<file path="config.mk">
export PLATFORM = sky130hd
export DESIGN_NAME = base64_stream_decoder_flat
export DESIGN_NICKNAME = d
export VERILOG_FILES = /design/src/hw/rtl/b64d_pkg.sv /design/src/hw/rtl/b64d_if.sv /design/src/hw/rtl/b64d_front.sv /design/src/hw/rtl/b64d_fifo.sv /design/src/hw/rtl/b64d_back.sv /design/src/hw/rtl/base64_stream_decoder.sv /design/src/flat_wrapper.sv
export SDC_FILE = /design/constraint.sdc
export NUM_CORES = 1
export LEC_CHECK = 0
export ABC_AREA = 1
export BUFFER_PORTS_ARGS = -buffer_cell sky130_fd_sc_hd__buf_2
export CAP_MARGIN = 20
export CORE_MARGIN = 2
export CORE_UTILIZATION = 35
export DETAILED_ROUTE_END_ITERATION = 10
export HOLD_SLACK_MARGIN = 0.02
export SLEW_MARGIN = 20
export SYNTH_ARGS = -nofsm -noshare
export SYNTH_HDL_FRONTEND = slang
export SYNTH_SLANG_ARGS = --single-unit
</file>
<file path="constraint.sdc">
create_clock -name i_clk -period 18.38 [get_ports i_clk]
set_clock_uncertainty 0.2 [all_clocks]
set_input_delay 3.676 -clock i_clk [delete_from_list [all_inputs] [get_ports i_clk]]
set_output_delay 3.676 -clock i_clk [all_outputs]
set_load 0.01 [all_outputs]
</file>
<file path="src/hw/rtl/b64d_pkg.sv">
// Shared types, constants and the character lookup of the base64 stream decoder.
// No dependencies; the front, queue, back and top files use it by scoped names.
package b64d_pkg;

    // Job queue between the front and back parts.
    localparam int QDEPTH = 4;
    localparam int QAW    = $clog2(QDEPTH);
    localparam int QCW    = $clog2(QDEPTH + 1);

    // Item kinds.
    localparam logic KIND_TEXT = 1'b0;
    localparam logic KIND_END  = 1'b1;

    // Characters with a special meaning.
    localparam logic [7:0] CH_CR  = 8'h0D;
    localparam logic [7:0] CH_LF  = 8'h0A;
    localparam logic [7:0] CH_SP  = 8'h20;
    localparam logic [7:0] CH_PAD = 8'h3D;

    localparam logic [15:0] MAX_OUT_RESET = 16'd4095;

    // One unit of work for the back part: up to three bytes of a group,
    // optionally followed by the end-of-string beat.
    typedef struct packed {
        logic [23:0] triple;
        logic [1:0]  nbytes;
        logic        eos;
        logic [15:0] length;
    } t_job;

    // Alphabet lookup; characters outside the alphabet decode as zero.
    function automatic logic [5:0] sextet_of(input logic [7:0] c);
        logic [5:0] v;
        begin
            v = '0;
            if (c >= 8'h41 && c <= 8'h5A) begin
                v = 6'(c - 8'h41);
            end else if (c >= 8'h61 && c <= 8'h7A) begin
                v = 6'(c - 8'h61 + 8'd26);
            end else if (c >= 8'h30 && c <= 8'h39) begin
                v = 6'(c - 8'h30 + 8'd52);
            end else if (c == 8'h2B) begin
                v = 6'd62;
            end else if (c == 8'h2F) begin
                v = 6'd63;
            end
            return v;
        end
    endfunction

endpackage

</file>
<file path="src/hw/rtl/b64d_if.sv">
// Valid/ready channel interfaces for the base64 stream decoder.
// Depends on nothing; used by the front, back and top-level modules.
interface b64d_in_if;
    logic       valid;
    logic       ready;
    logic       kind;
    logic [7:0] text_char;

    modport source (output valid, output kind, output text_char, input ready);
    modport sink   (input valid, input kind, input text_char, output ready);
endinterface

interface b64d_out_if;
    logic        valid;
    logic        ready;
    logic [7:0]  data_byte;
    logic        has_byte;
    logic        run_last;
    logic        string_done;
    logic [15:0] decoded_length;

    modport source (output valid, output data_byte, output has_byte, output run_last,
                    output string_done, output decoded_length, input ready);
    modport sink   (input valid, input data_byte, input has_byte, input run_last,
                    input string_done, input decoded_length, output ready);
endinterface

</file>
<file path="src/hw/rtl/b64d_front.sv">
// Front part: accepts characters, tracks the group, the limit and the halt state,
// and pushes jobs into the queue. Depends on b64d_pkg and b64d_if.
module b64d_front (
    input  logic           i_clk,
    input  logic           i_rst_n,
    b64d_in_if.sink        i_in,
    input  logic           i_cfg_we,
    input  logic [15:0]    i_cfg_data,
    input  logic           i_full,
    output logic           o_push,
    output b64d_pkg::t_job o_job
);

    logic [15:0] r_max_out;
    logic [17:0] r_acc, n_acc;
    logic [1:0]  r_gp, n_gp;
    logic [2:0]  r_vc, n_vc;
    logic [15:0] r_bytes_out, n_bytes_out;
    logic        r_halted, n_halted;

    logic        accept;
    logic        is_end;
    logic        skip;
    logic        is_pad;
    logic [5:0]  v;
    logic [2:0]  vc_inc;
    logic [16:0] diff;
    logic [1:0]  room;
    logic [1:0]  want;
    logic [1:0]  nemit;
    logic [23:0] triple;

    assign i_in.ready = !i_full;
    assign accept     = i_in.valid && i_in.ready;
    assign is_end     = (i_in.kind == b64d_pkg::KIND_END);
    assign skip       = r_halted || i_in.text_char == b64d_pkg::CH_CR
                        || i_in.text_char == b64d_pkg::CH_LF
                        || i_in.text_char == b64d_pkg::CH_SP;
    assign is_pad     = (i_in.text_char == b64d_pkg::CH_PAD);
    assign v          = is_pad ? 6'd0 : b64d_pkg::sextet_of(i_in.text_char);
    assign vc_inc     = r_vc + {2'b00, !is_pad};

    // Bytes still allowed under the limit, clamped to one group's worth.
    assign diff = {1'b0, r_max_out} - {1'b0, r_bytes_out};
    assign room = diff[16] ? 2'd0 : ((diff[15:0] >= 16'd3) ? 2'd3 : diff[1:0]);

    always_comb begin
        n_acc       = r_acc;
        n_gp        = r_gp;
        n_vc        = r_vc;
        n_bytes_out = r_bytes_out;
        n_halted    = r_halted;
        want        = 2'd0;
        triple      = '0;
        if (accept) begin
            if (!is_end) begin
                if (!skip) begin
                    if (r_gp != 2'd3) begin
                        n_acc = {r_acc[11:0], v};
                        n_gp  = r_gp + 2'd1;
                        n_vc  = vc_inc;
                    end else begin
                        triple = {r_acc, v};
                        n_acc  = '0;
                        n_gp   = '0;
                        n_vc   = '0;
                        if (vc_inc < 3'd2) begin
                            n_halted = 1'b1;
                        end else begin
                            want = 2'(vc_inc - 3'd1);
                        end
                    end
                end
            end else begin
                // Flush a partial group with the missing positions as zero.
                if (!r_halted && r_gp != 2'd0 && r_vc >= 3'd2) begin
                    want = 2'(r_vc - 3'd1);
                    case (r_gp)
                        2'd1:    triple = {r_acc[5:0], 18'd0};
                        2'd2:    triple = {r_acc[11:0], 12'd0};
                        2'd3:    triple = {r_acc, 6'd0};
                        default: triple = '0;
                    endcase
                end
                n_acc    = '0;
                n_gp     = '0;
                n_vc     = '0;
                n_halted = 1'b0;
            end
        end
        nemit = (want < room) ? want : room;
        if (accept) begin
            n_bytes_out = is_end ? 16'd0 : (r_bytes_out + {14'd0, nemit});
        end
    end

    assign o_push        = accept && (nemit != 2'd0 || is_end);
    assign o_job.triple  = triple;
    assign o_job.nbytes  = nemit;
    assign o_job.eos     = is_end;
    assign o_job.length  = r_bytes_out + {14'd0, nemit};

    always_ff @(posedge i_clk) begin
        if (!i_rst_n) begin
            r_max_out   <= b64d_pkg::MAX_OUT_RESET;
            r_acc       <= '0;
            r_gp        <= '0;
            r_vc        <= '0;
            r_bytes_out <= '0;
            r_halted    <= 1'b0;
        end else begin
            if (i_cfg_we) begin
                r_max_out <= i_cfg_data;
            end
            r_acc       <= n_acc;
            r_gp        <= n_gp;
            r_vc        <= n_vc;
            r_bytes_out <= n_bytes_out;
            r_halted    <= n_halted;
        end
    end

`ifndef SYNTH
    // A halted string never holds a partially filled group.
    a_halt_empty: assert property (@(posedge i_clk) disable iff (!i_rst_n)
        r_halted |-> (r_gp == 2'd0 && r_vc == 3'd0))
        else $error("halted with a non-empty group");
`endif

endmodule

</file>
<file path="src/hw/rtl/b64d_fifo.sv">
// Short job queue between the front and back parts of the decoder.
// Depends on b64d_pkg for the job type and depth.
module b64d_fifo (
    input  logic           i_clk,
    input  logic           i_rst_n,
    input  logic           i_push,
    input  b64d_pkg::t_job i_job,
    output logic           o_full,
    input  logic           i_pop,
    output logic           o_head_valid,
    output b64d_pkg::t_job o_head
);

    b64d_pkg::t_job                 r_mem [b64d_pkg::QDEPTH];
    logic [b64d_pkg::QAW-1:0]       r_wr;
    logic [b64d_pkg::QAW-1:0]       r_rd;
    logic [b64d_pkg::QCW-1:0]       r_count;

    assign o_full       = (r_count == b64d_pkg::QCW'(b64d_pkg::QDEPTH));
    assign o_head_valid = (r_count != '0);
    assign o_head       = r_mem[r_rd];

    always_ff @(posedge i_clk) begin
        if (i_push) begin
            r_mem[r_wr] <= i_job;
        end
    end

    always_ff @(posedge i_clk) begin
        if (!i_rst_n) begin
            r_wr    <= '0;
            r_rd    <= '0;
            r_count <= '0;
        end else begin
            if (i_push) begin
                r_wr <= r_wr + b64d_pkg::QAW'(1);
            end
            if (i_pop) begin
                r_rd <= r_rd + b64d_pkg::QAW'(1);
            end
            case ({i_push, i_pop})
                2'b10:   r_count <= r_count + b64d_pkg::QCW'(1);
                2'b01:   r_count <= r_count - b64d_pkg::QCW'(1);
                default: r_count <= r_count;
            endcase
        end
    end

`ifndef SYNTH
    a_no_overflow: assert property (@(posedge i_clk) disable iff (!i_rst_n)
        i_push |-> !o_full)
        else $error("job pushed into a full queue");
`endif

endmodule

</file>
<file path="src/hw/rtl/b64d_back.sv">
// Back part: expands each queued job into output beats through a registered stage.
// Depends on b64d_pkg and b64d_if.
module b64d_back (
    input  logic           i_clk,
    input  logic           i_rst_n,
    input  logic           i_head_valid,
    input  b64d_pkg::t_job i_head,
    output logic           o_pop,
    b64d_out_if.source     o_out
);

    logic [1:0]  r_beat;
    logic        r_valid;
    logic [7:0]  r_data;
    logic        r_has;
    logic        r_last;
    logic        r_done;
    logic [15:0] r_len;

    logic        load;
    logic        is_byte;
    logic        last;
    logic [7:0]  sel_byte;

    assign load    = i_head_valid && (!r_valid || o_out.ready);
    assign is_byte = (r_beat < i_head.nbytes);
    assign last    = i_head.eos ? !is_byte : (r_beat == i_head.nbytes - 2'd1);
    assign o_pop   = load && last;

    always_comb begin
        case (r_beat)
            2'd0:    sel_byte = i_head.triple[23:16];
            2'd1:    sel_byte = i_head.triple[15:8];
            default: sel_byte = i_head.triple[7:0];
        endcase
    end

    always_ff @(posedge i_clk) begin
        if (!i_rst_n) begin
            r_valid <= 1'b0;
            r_beat  <= '0;
        end else begin
            if (load) begin
                r_valid <= 1'b1;
                r_beat  <= last ? 2'd0 : r_beat + 2'd1;
            end else if (o_out.ready) begin
                r_valid <= 1'b0;
            end
        end
    end

    always_ff @(posedge i_clk) begin
        if (load) begin
            r_data <= is_byte ? sel_byte : 8'd0;
            r_has  <= is_byte;
            r_last <= last;
            r_done <= !is_byte;
            r_len  <= is_byte ? 16'd0 : i_head.length;
        end
    end

    assign o_out.valid          = r_valid;
    assign o_out.data_byte      = r_data;
    assign o_out.has_byte       = r_has;
    assign o_out.run_last       = r_last;
    assign o_out.string_done    = r_done;
    assign o_out.decoded_length = r_len;

`ifndef SYNTH
    // The beat counter never runs past the beats of the job at the head.
    a_beat_range: assert property (@(posedge i_clk) disable iff (!i_rst_n)
        i_head_valid |-> (r_beat <= i_head.nbytes))
        else $error("beat counter beyond job");
    // An end-of-string beat carries no byte and closes its input item.
    a_done_shape: assert property (@(posedge i_clk) disable iff (!i_rst_n)
        (r_valid && r_done) |-> (!r_has && r_last))
        else $error("malformed end-of-string beat");
`endif

endmodule

</file>
<file path="src/hw/rtl/base64_stream_decoder.sv">
// Top level of the base64 stream decoder: front part, job queue and back part.
// Depends on b64d_pkg, b64d_if, b64d_front, b64d_fifo and b64d_back.
//
// The input channel i_in carries one beat per character (kind 0) or one
// end-of-string beat (kind 1). Carriage return, line feed and space are
// skipped; every fourth counted position completes a group that yields up
// to three bytes. The output channel o_out carries one beat per decoded
// byte, and each end-of-string beat yields a final beat with string_done
// set and decoded_length holding the bytes emitted for that string.
// run_last marks the last output beat caused by one input beat.
//
// The front part takes one input beat per cycle while the four-entry job
// queue has room. The back part drains one job at a time, emitting one
// output beat per cycle while the receiver is ready; the first output beat
// of an input beat is written into a queue entry and then loaded into the
// output register. Sustained throughput is one input beat per cycle as
// long as each produces at most one output beat and the receiver stays
// ready; the output side sets the pace otherwise.
// When the receiver stalls, the output register holds its beat, the queue
// fills and i_in.ready drops once it is full. Synchronous reset clears the
// group state, the queue and the output register, and sets the byte limit
// (i_cfg_data written by i_cfg_we) back to 4095.
module base64_stream_decoder (
    input  logic        i_clk,
    input  logic        i_rst_n,
    b64d_in_if.sink     i_in,
    b64d_out_if.source  o_out,
    input  logic        i_cfg_we,
    input  logic [15:0] i_cfg_data
);

    logic           push;
    logic           full;
    logic           pop;
    logic           head_valid;
    b64d_pkg::t_job job;
    b64d_pkg::t_job head;

    // Classification, group assembly and limit bookkeeping.
    b64d_front u_front (
        .i_clk      (i_clk),
        .i_rst_n    (i_rst_n),
        .i_in       (i_in),
        .i_cfg_we   (i_cfg_we),
        .i_cfg_data (i_cfg_data),
        .i_full     (full),
        .o_push     (push),
        .o_job      (job)
    );

    // Decouples character intake from multi-beat output.
    b64d_fifo u_fifo (
        .i_clk        (i_clk),
        .i_rst_n      (i_rst_n),
        .i_push       (push),
        .i_job        (job),
        .o_full       (full),
        .i_pop        (pop),
        .o_head_valid (head_valid),
        .o_head       (head)
    );

    // Serializes each job into byte beats and the end-of-string beat.
    b64d_back u_back (
        .i_clk        (i_clk),
        .i_rst_n      (i_rst_n),
        .i_head_valid (head_valid),
        .i_head       (head),
        .o_pop        (pop),
        .o_out        (o_out)
    );

endmodule
</file>
<file path="src/flat_wrapper.sv">
// flat-port wrapper written by rule: the top's interface ports become plain ports
module base64_stream_decoder_flat 
  (i_clk, i_rst_n, i_cfg_we, i_cfg_data, i_in_valid, i_in_kind, i_in_text_char, i_in_ready, o_out_valid, o_out_data_byte, o_out_has_byte, o_out_run_last, o_out_string_done, o_out_decoded_length, o_out_ready);
  b64d_in_if i_in_i ();
  b64d_out_if o_out_i ();
  input  logic i_clk;
  input  logic i_rst_n;
  input  logic i_cfg_we;
  input  logic [15:0] i_cfg_data;
  input wire logic [$bits(i_in_i.valid)-1:0] i_in_valid;
  input wire logic [$bits(i_in_i.kind)-1:0] i_in_kind;
  input wire logic [$bits(i_in_i.text_char)-1:0] i_in_text_char;
  output wire logic [$bits(i_in_i.ready)-1:0] i_in_ready;
  output wire logic [$bits(o_out_i.valid)-1:0] o_out_valid;
  output wire logic [$bits(o_out_i.data_byte)-1:0] o_out_data_byte;
  output wire logic [$bits(o_out_i.has_byte)-1:0] o_out_has_byte;
  output wire logic [$bits(o_out_i.run_last)-1:0] o_out_run_last;
  output wire logic [$bits(o_out_i.string_done)-1:0] o_out_string_done;
  output wire logic [$bits(o_out_i.decoded_length)-1:0] o_out_decoded_length;
  input wire logic [$bits(o_out_i.ready)-1:0] o_out_ready;
  assign i_in_i.valid = i_in_valid;
  assign i_in_i.kind = i_in_kind;
  assign i_in_i.text_char = i_in_text_char;
  assign i_in_ready = i_in_i.ready;
  assign o_out_valid = o_out_i.valid;
  assign o_out_data_byte = o_out_i.data_byte;
  assign o_out_has_byte = o_out_i.has_byte;
  assign o_out_run_last = o_out_i.run_last;
  assign o_out_string_done = o_out_i.string_done;
  assign o_out_decoded_length = o_out_i.decoded_length;
  assign o_out_i.ready = o_out_ready;
  base64_stream_decoder u_core (.i_clk(i_clk), .i_rst_n(i_rst_n), .i_in(i_in_i), .o_out(o_out_i), .i_cfg_we(i_cfg_we), .i_cfg_data(i_cfg_data));
endmodule
</file>
## After elaboration in Yosys (flattened, before gate mapping)

Memory sizes are Yosys's and may differ from the RTL's. A register that Yosys moved wholly into a read port is not among the register bits.
Index checks and enable logic that the tools add are counted.

- Magnitude comparators: 11
- Div/mod/pow operators: 0
- Reduce and logical (&&, ||, !) cells: 28
- Shift-type cells: 0
- Equal/unequal tests: 17
- Bitwise logic cells: 0
- Mux-type cells: 45
- Multipliers: 0
- Add/sub/neg operators: 17

Operators by type and width:

| kind | number |
|---|---|
| 2-to-1 mux 24 bit | 5 |
| one-hot mux 24 bit (3 select lines) | 1 |
| 2-to-1 mux 18 bit | 3 |
| 2-to-1 mux 6 bit | 6 |
| equality test 8 x 6 -> 1 bit (second input constant) | 4 |
| 2-to-1 mux 2 bit | 15 |
| subtractor 16 x 16 -> 17 bit | 1 |
| adder 16 x 2 -> 16 bit | 1 |
| equality test 8 x 4 -> 1 bit (second input constant) | 2 |
| >= comparator 16 x 2 -> 1 bit (second input constant) | 1 |
| >= comparator 8 x 7 -> 1 bit (second input constant) | 2 |
| less-or-equal comparator 8 x 7 -> 1 bit (second input constant) | 2 |
| 2-to-1 mux 16 bit | 1 |
| one-hot mux 8 bit (2 select lines) | 1 |
| subtractor 6 bit (second input constant) | 2 |
| nonzero test 2 bit | 5 |
| logical AND 1 bit | 9 |
| 2-to-1 mux 1 bit | 9 |
| 2-to-1 mux 3 bit | 3 |
| adder 2 x 1 -> 2 bit (second input constant) | 4 |
| >= comparator 8 x 6 -> 1 bit (second input constant) | 1 |
| less-or-equal comparator 8 x 6 -> 1 bit (second input constant) | 1 |
| adder 6 x 5 -> 6 bit (second input constant) | 1 |
| adder 6 bit (second input constant) | 1 |
| other kinds (20) | 37 |

- Bits in writable memories: 172
- Register bits: 93
- Input port bits: 30
- Bits in latches: 0
- Memories kept: 1
- Logic and storage cells: 135
- Bits in read-only memories: 0

Memory list:

| name | words | bits a word | read ports | clocked after memory_dff | wr ports | RTL line | text |
|---|---|---|---|---|---|---|---|
| u_core.u_fifo.r_mem | 4 | 43 | 1 | 1 | 1 | b64d_fifo.sv:14 | `b64d_pkg::t_job r_mem [b64d_pkg::QDEPTH];` |

## Logic depth before layout (Yosys ltp)

- Word-level depth: 16
- Depth in mapped cells: 34
- Gate-level depth less buffers: 34

## Cells and area by module

A second synthesis with hierarchy kept.

- Cell total of the unflattened synthesis: 1342
- Area, all modules: 12783.5 µm²

By module, submodules not included:

| module | times used | cells each | area an instance (µm²) |
|---|---|---|---|
| b64d_fifo | 1 | 474 | 6799.0 |
| b64d_front | 1 | 732 | 4589.4 |
| b64d_back | 1 | 136 | 1395.1 |

## Worst setup path after synthesis

No wires, ideal clock.

- Path type: input -> register
- Start point: input i_in_text_char[1]
- End point: memory u_core.u_fifo.r_mem[0][0] in the netlist's numbering, enable pin
- Cell stages on the path: 20
- Arrival: 8.055 ns
- Setup slack: 9.682 ns
- Buffers on the path: 0
- Cells stage by stage: inv_1 -> ha_1 -> nand2_1 -> nor4_1 -> inv_1 -> ha_1 -> ha_1 -> xnor2_1 -> inv_1 -> o211ai_1 -> nor4_1 -> a31oi_1 -> nor2_1 -> ha_1 -> or2_2 -> nand2_1 -> nand2_1 -> nand2_2 -> nand2_2 -> nor2_1

- Cells in the longest elaborated chain, start to end: 16
- Elaborated cells on any way between the ends: 23
- Those cells by class: 2 x add/sub; 2 x order compare; 4 x eq/ne; 8 x mux; 7 x reduce/logical

Ends and longest elaborated chain:

| what | RTL line | text |
|---|---|---|
| start: declaration | flat_wrapper.sv:12 | `input wire logic [$bits(i_in_i.text_char)-1:0] i_in_text_char;` |
| equality test 8 x 6 -> 1 bit | b64d_front.sv:39 | `assign is_pad = (i_in.text_char == b64d_pkg::CH_PAD);` |
| logical NOT 1 bit | b64d_front.sv:41 | `assign vc_inc = r_vc + {2'b00, !is_pad};` |
| adder 3 x 1 -> 3 bit | b64d_front.sv:41 |  |
| less-than comparator 3 x 2 -> 1 bit or subtractor 2 x 1 -> 2 bit (tied branches) | b64d_front.sv:67, b64d_front.sv:70 |  |
| 2-to-1 mux 2 bit | b64d_front.sv:67 | `if (vc_inc < 3'd2) begin` |
| 2-to-1 mux 2 bit | b64d_front.sv:58 | `if (r_gp != 2'd3) begin` |
| 2-to-1 mux 2 bit * | b64d_front.sv:57 | `if (!skip) begin` |
| 2-to-1 mux 2 bit * | b64d_front.sv:56 | `if (!is_end) begin` |
| 2-to-1 mux 2 bit * | b64d_front.sv:55 | `if (accept) begin` |
| less-than comparator 2 bit | b64d_front.sv:91 | `nemit = (want < room) ? want : room;` |
| 2-to-1 mux 2 bit * | b64d_front.sv:91 |  |
| nonzero test 2 bit * | b64d_front.sv:97 | `assign o_push = accept && (nemit != 2'd0 \|\| is_end);` |
| logical OR 1 bit * | b64d_front.sv:97 |  |
| logical AND 1 bit * | b64d_front.sv:97 |  |
| 2-to-1 mux 1 bit * | b64d_fifo.sv:24 | `if (i_push) begin` |
| 2-to-1 mux 1 bit (not written as such) * | b64d_fifo.sv:25 | `r_mem[r_wr] <= i_job;` |
| end: declaration | b64d_fifo.sv:14 |  |

Every way passes the cells marked *; elsewhere a longest branch is shown, timed or not.

==> results.yml <==
route:
  wl_per_cell_um: 15.7
  postRouteAntennaNets: 0
  vias: 9202
  drt-initial-drc-count: 738
  viasPerCell: 4.95
  drc: 0
  first_pass_iters: 5
  wirelength_um: 29100
floorplan:
  die_x_um: 193
  num_io_pins: 59
  die_h_um: 193
  core_area_mm2: 0.0355
  floorplan.initialDensity_pct: 35.4
  die_area_mm2: 0.0374
  fp-row-count: 69
status:
  outcome: "finished, final reports clean"
synthesis:
  ys_top_cells_by_count: "nand2_1, edfxtp_1, nor2_1, inv_1, o21ai_0"
  synth_cells: 1324
  synth_seq_cells: 267
  synth.largest_area_cell: "edfxtp_1"
  synth-simple-area-share_pct: 18.5
  synth-compound-area-share_pct: 10.7
  ys_warn_count: 0
  synth_fa_ha_area_share_pct: 4.86
  syn_area_mm2: 0.0126
  syn-num-nets: 1401
  synth.distinct_cells: 43
  ys_seq_area_share_pct: 58.4
  synth.top_cell.area_share_pct: 47.6
  postSynth.asyncResetShare_pct: 0
  synthMostInstantiatedCell: "nand2_1"
  synth.area.mux_share_pct: 0
  synth_ff_type: "edfxtp_1"
  synth_area_leaders: "edfxtp_1, dfxtp_1, nand2_1, nor2_1, ha_1"
  synth_top_family_by_area: "simple AND/OR/NAND/NOR gates"
  synth-xor-area-share_pct: 1.95
  avgSynthCellArea_um2: 9.49
  synth-edff-count: 199
grt:
  grt_max_degree: 86
  grt_pass1_wl_um: 47400
  antenna_found_initial: 1
  grt_remaining_overflow: 0
  first_global_vias: 8914
  grtUsageTotal_pct: 15.4
clocking:
  clk_latency_ps: 550
  cts_max_level: 1
  ctsHoldBuffers: 0
  cts_buffers: 30
  cts-resized-gates: 0
  cts_setup_buffers: 0
  cts_tree: "built"
  clkTransAtPathRegs_ps: 60
  clk_path_buf_depth: 3
  cts_root_buffer: "clkbuf_16"
  clock_sinks: 267
final_layout:
  area_growth_pct: 14.5
  nets: 1451
  final_cell_area_mm2: 0.0144
  drive_above_1_share_pct: 11.3
  antennaDiodeCount: 0
placed_design:
  gp_congestion: 0.858
  hpwlAfterDp_um: 18600
  place_area_mm2: 0.0134
  port_buffers: 58
critical_path:
  cp.arrival_ps: 9000
  cp_max_fo: 7
  max_stage_delay_ps: 410
  critPathRequiredTime_ps: 18650
  slowest_stage: "fa_1"
  crit_type: "input port to flip-flop"
  start_kind: "input port"
  end_kind: "flip-flop"
pwr:
  switching_share_pct: 30.8
  ir_worst_vdd_mv: 0.0767
  power_leakage_uw: 0.00549
  comb_power_share_pct: 22.5
  power_frac_clock_pct: 34.7
  p_switching_uw: 537
  p_seq_share_pct: 42.8
  intPower_uw: 1210
  p_per_area_mw_per_mm2: 121
sta:
  finalSetupTns_ps: 0
  finalCriticalPeriod_ps: 8720
  setup_viol: 0
  report.final.slew_viol_count: 0
  worst_pin_slew_ps: 841
  fmaxAchievable_ghz: 0.115
  fin_crit_sh_pct: 47.5
  slew_headroom_pct: 43.9
  finalHoldViolCount: 0
  grt_setup_unrepaired: "false"
job:
  drv_cap: 0
worst_hold_path:
  hold_path.class: "flip-flop to flip-flop"
## layout by cell type, fill, tap and decap left out, types with 3 or more instances in the layout
cell and n:
clkbuf_1 4, clkbuf_16 32, buf_2 58, a21oi_1 76, nor2_1 171, nor3_2 6
clkinvlp_4 4, nand3_2 4, nor2_2 3, nor3_1 13, ha_1 44, o22ai_1 29
o211ai_1 8, a31oi_1 6, fa_1 3, xnor2_1 6, inv_2 7, nand2_1 249
o31ai_1 7, inv_1 126, dfxtp_1 67, edfxtp_1 199, bufinv_16 3, xor2_1 22
nand4_1 10, nand3_1 79, or2_2 3, clkinv_2 8, buf_4 12, nor2_4 5
o21ai_0 104, nand2_2 3, clkinv_1 3, nor4_1 3
## sequential cells by signal (all words and copies together) (netlist names), named ones only
signal	cells
u_core.u_back.o_out.string_done	1
u_core.u_front.r_bytes_out	16
u_core.u_front.r_acc	18
u_core.u_fifo.r_mem	172
u_core.u_front.r_max_out	16
u_core.u_back.o_out.run_last	1
u_core.u_back.o_out.data_byte	8
u_core.u_back.o_out.decoded_length	16
u_core.u_back.o_out.has_byte	1
u_core.u_back.o_out.valid	1
u_core.u_front.r_gp	2
u_core.u_front.r_halted	1
u_core.u_fifo.r_rd	2
u_core.u_front.r_vc	3
u_core.u_fifo.r_count	3
u_core.u_fifo.r_wr	2
u_core.u_back.r_beat	2
## critical path, delay by kind of cell
kind / cells / cell delay [ps]
buffers and inverters: 6 / 730
AO/OA/AOI/OAI: 3 / 330
adder cells (fa/ha/maj): 6 / 1490
XOR/XNOR: 2 / 420
AND/OR/NAND/NOR: 15 / 2330
## kinds of logic (layout without fill, tap and decap cells)
logic type,after synthesis,count (layout)
and+or+nand+nor,552,552
DFF,267,267
AOI/OAI and AO/OA,244,244
buffers and inverters,186,260
xor gates and xnor gates,28,28
adders and majority gates,47,47
## through the flow
step	hold slack (ps)	setup WS (ps)	power [uW]	instances	utilization, %
2_1_floorplan	235	9680	1010	1324	-
3_3_place_gp	251	9200	1150	1803	37.7
3_5_place_dp	249	9090	1160	1803	37.7
4_1_cts	266	9660	1770	1859	40.5
5_1_grt	292	8990	1840	1859	40.5
6_report	265	9660	1740	1859	40.5
## final cells by class
class | count | area, um^2
repair buffers | 70 | 380
fillers | 3413 | 21100
flip-flops and latches | 267 | 7340
well taps | 461 | 577
clock buffers | 37 | 830
clock inverters | 19 | 188
multi-input cells | 871 | 4570
inverters | 134 | 503
## path summary, 6_finish.rpt
check	start	endpoint	slack, ps	depth (start not counted)
max	i_in_text_char[1]	u_core.u_front.r_bytes_out[14]	9660	32
min	u_core.u_front.r_max_out[4]	u_core.u_front.r_max_out[4]	260	2
max reg2reg	u_core.u_front.r_bytes_out[0]	u_core.u_front.r_bytes_out[14]	12910	32
min reg2reg	u_core.u_front.r_max_out[4]	u_core.u_front.r_max_out[4]	260	2
## power by group through the flow
| stage | sequential (uW) | combinational [uW] | clock (uW) |
|---|---|---|---|
| 5_1_grt | 754 | 443 | 642 |
| 6_report | 747 | 392 | 605 |
| 4_1_cts | 749 | 399 | 619 |
| 2_1_floorplan | 779 | 230 | 0 |
| 3_5_place_dp | 761 | 396 | 0 |
| 3_3_place_gp | 760 | 392 | 0 |
## layer usage
layer | part of all wire (%) | vias to the layer above | GRT usage, %
met5 | 0.038 | - | 0
met4 | 1.7 | 2 | 3.56
met3 | 4.8 | 45 | 2.13
met2 | 45 | 196 | 24.7
met1 | 48 | 4357 | 22.3
li1 | - | 4602 | -
Note: power is estimated with default switching activity, not from simulation.
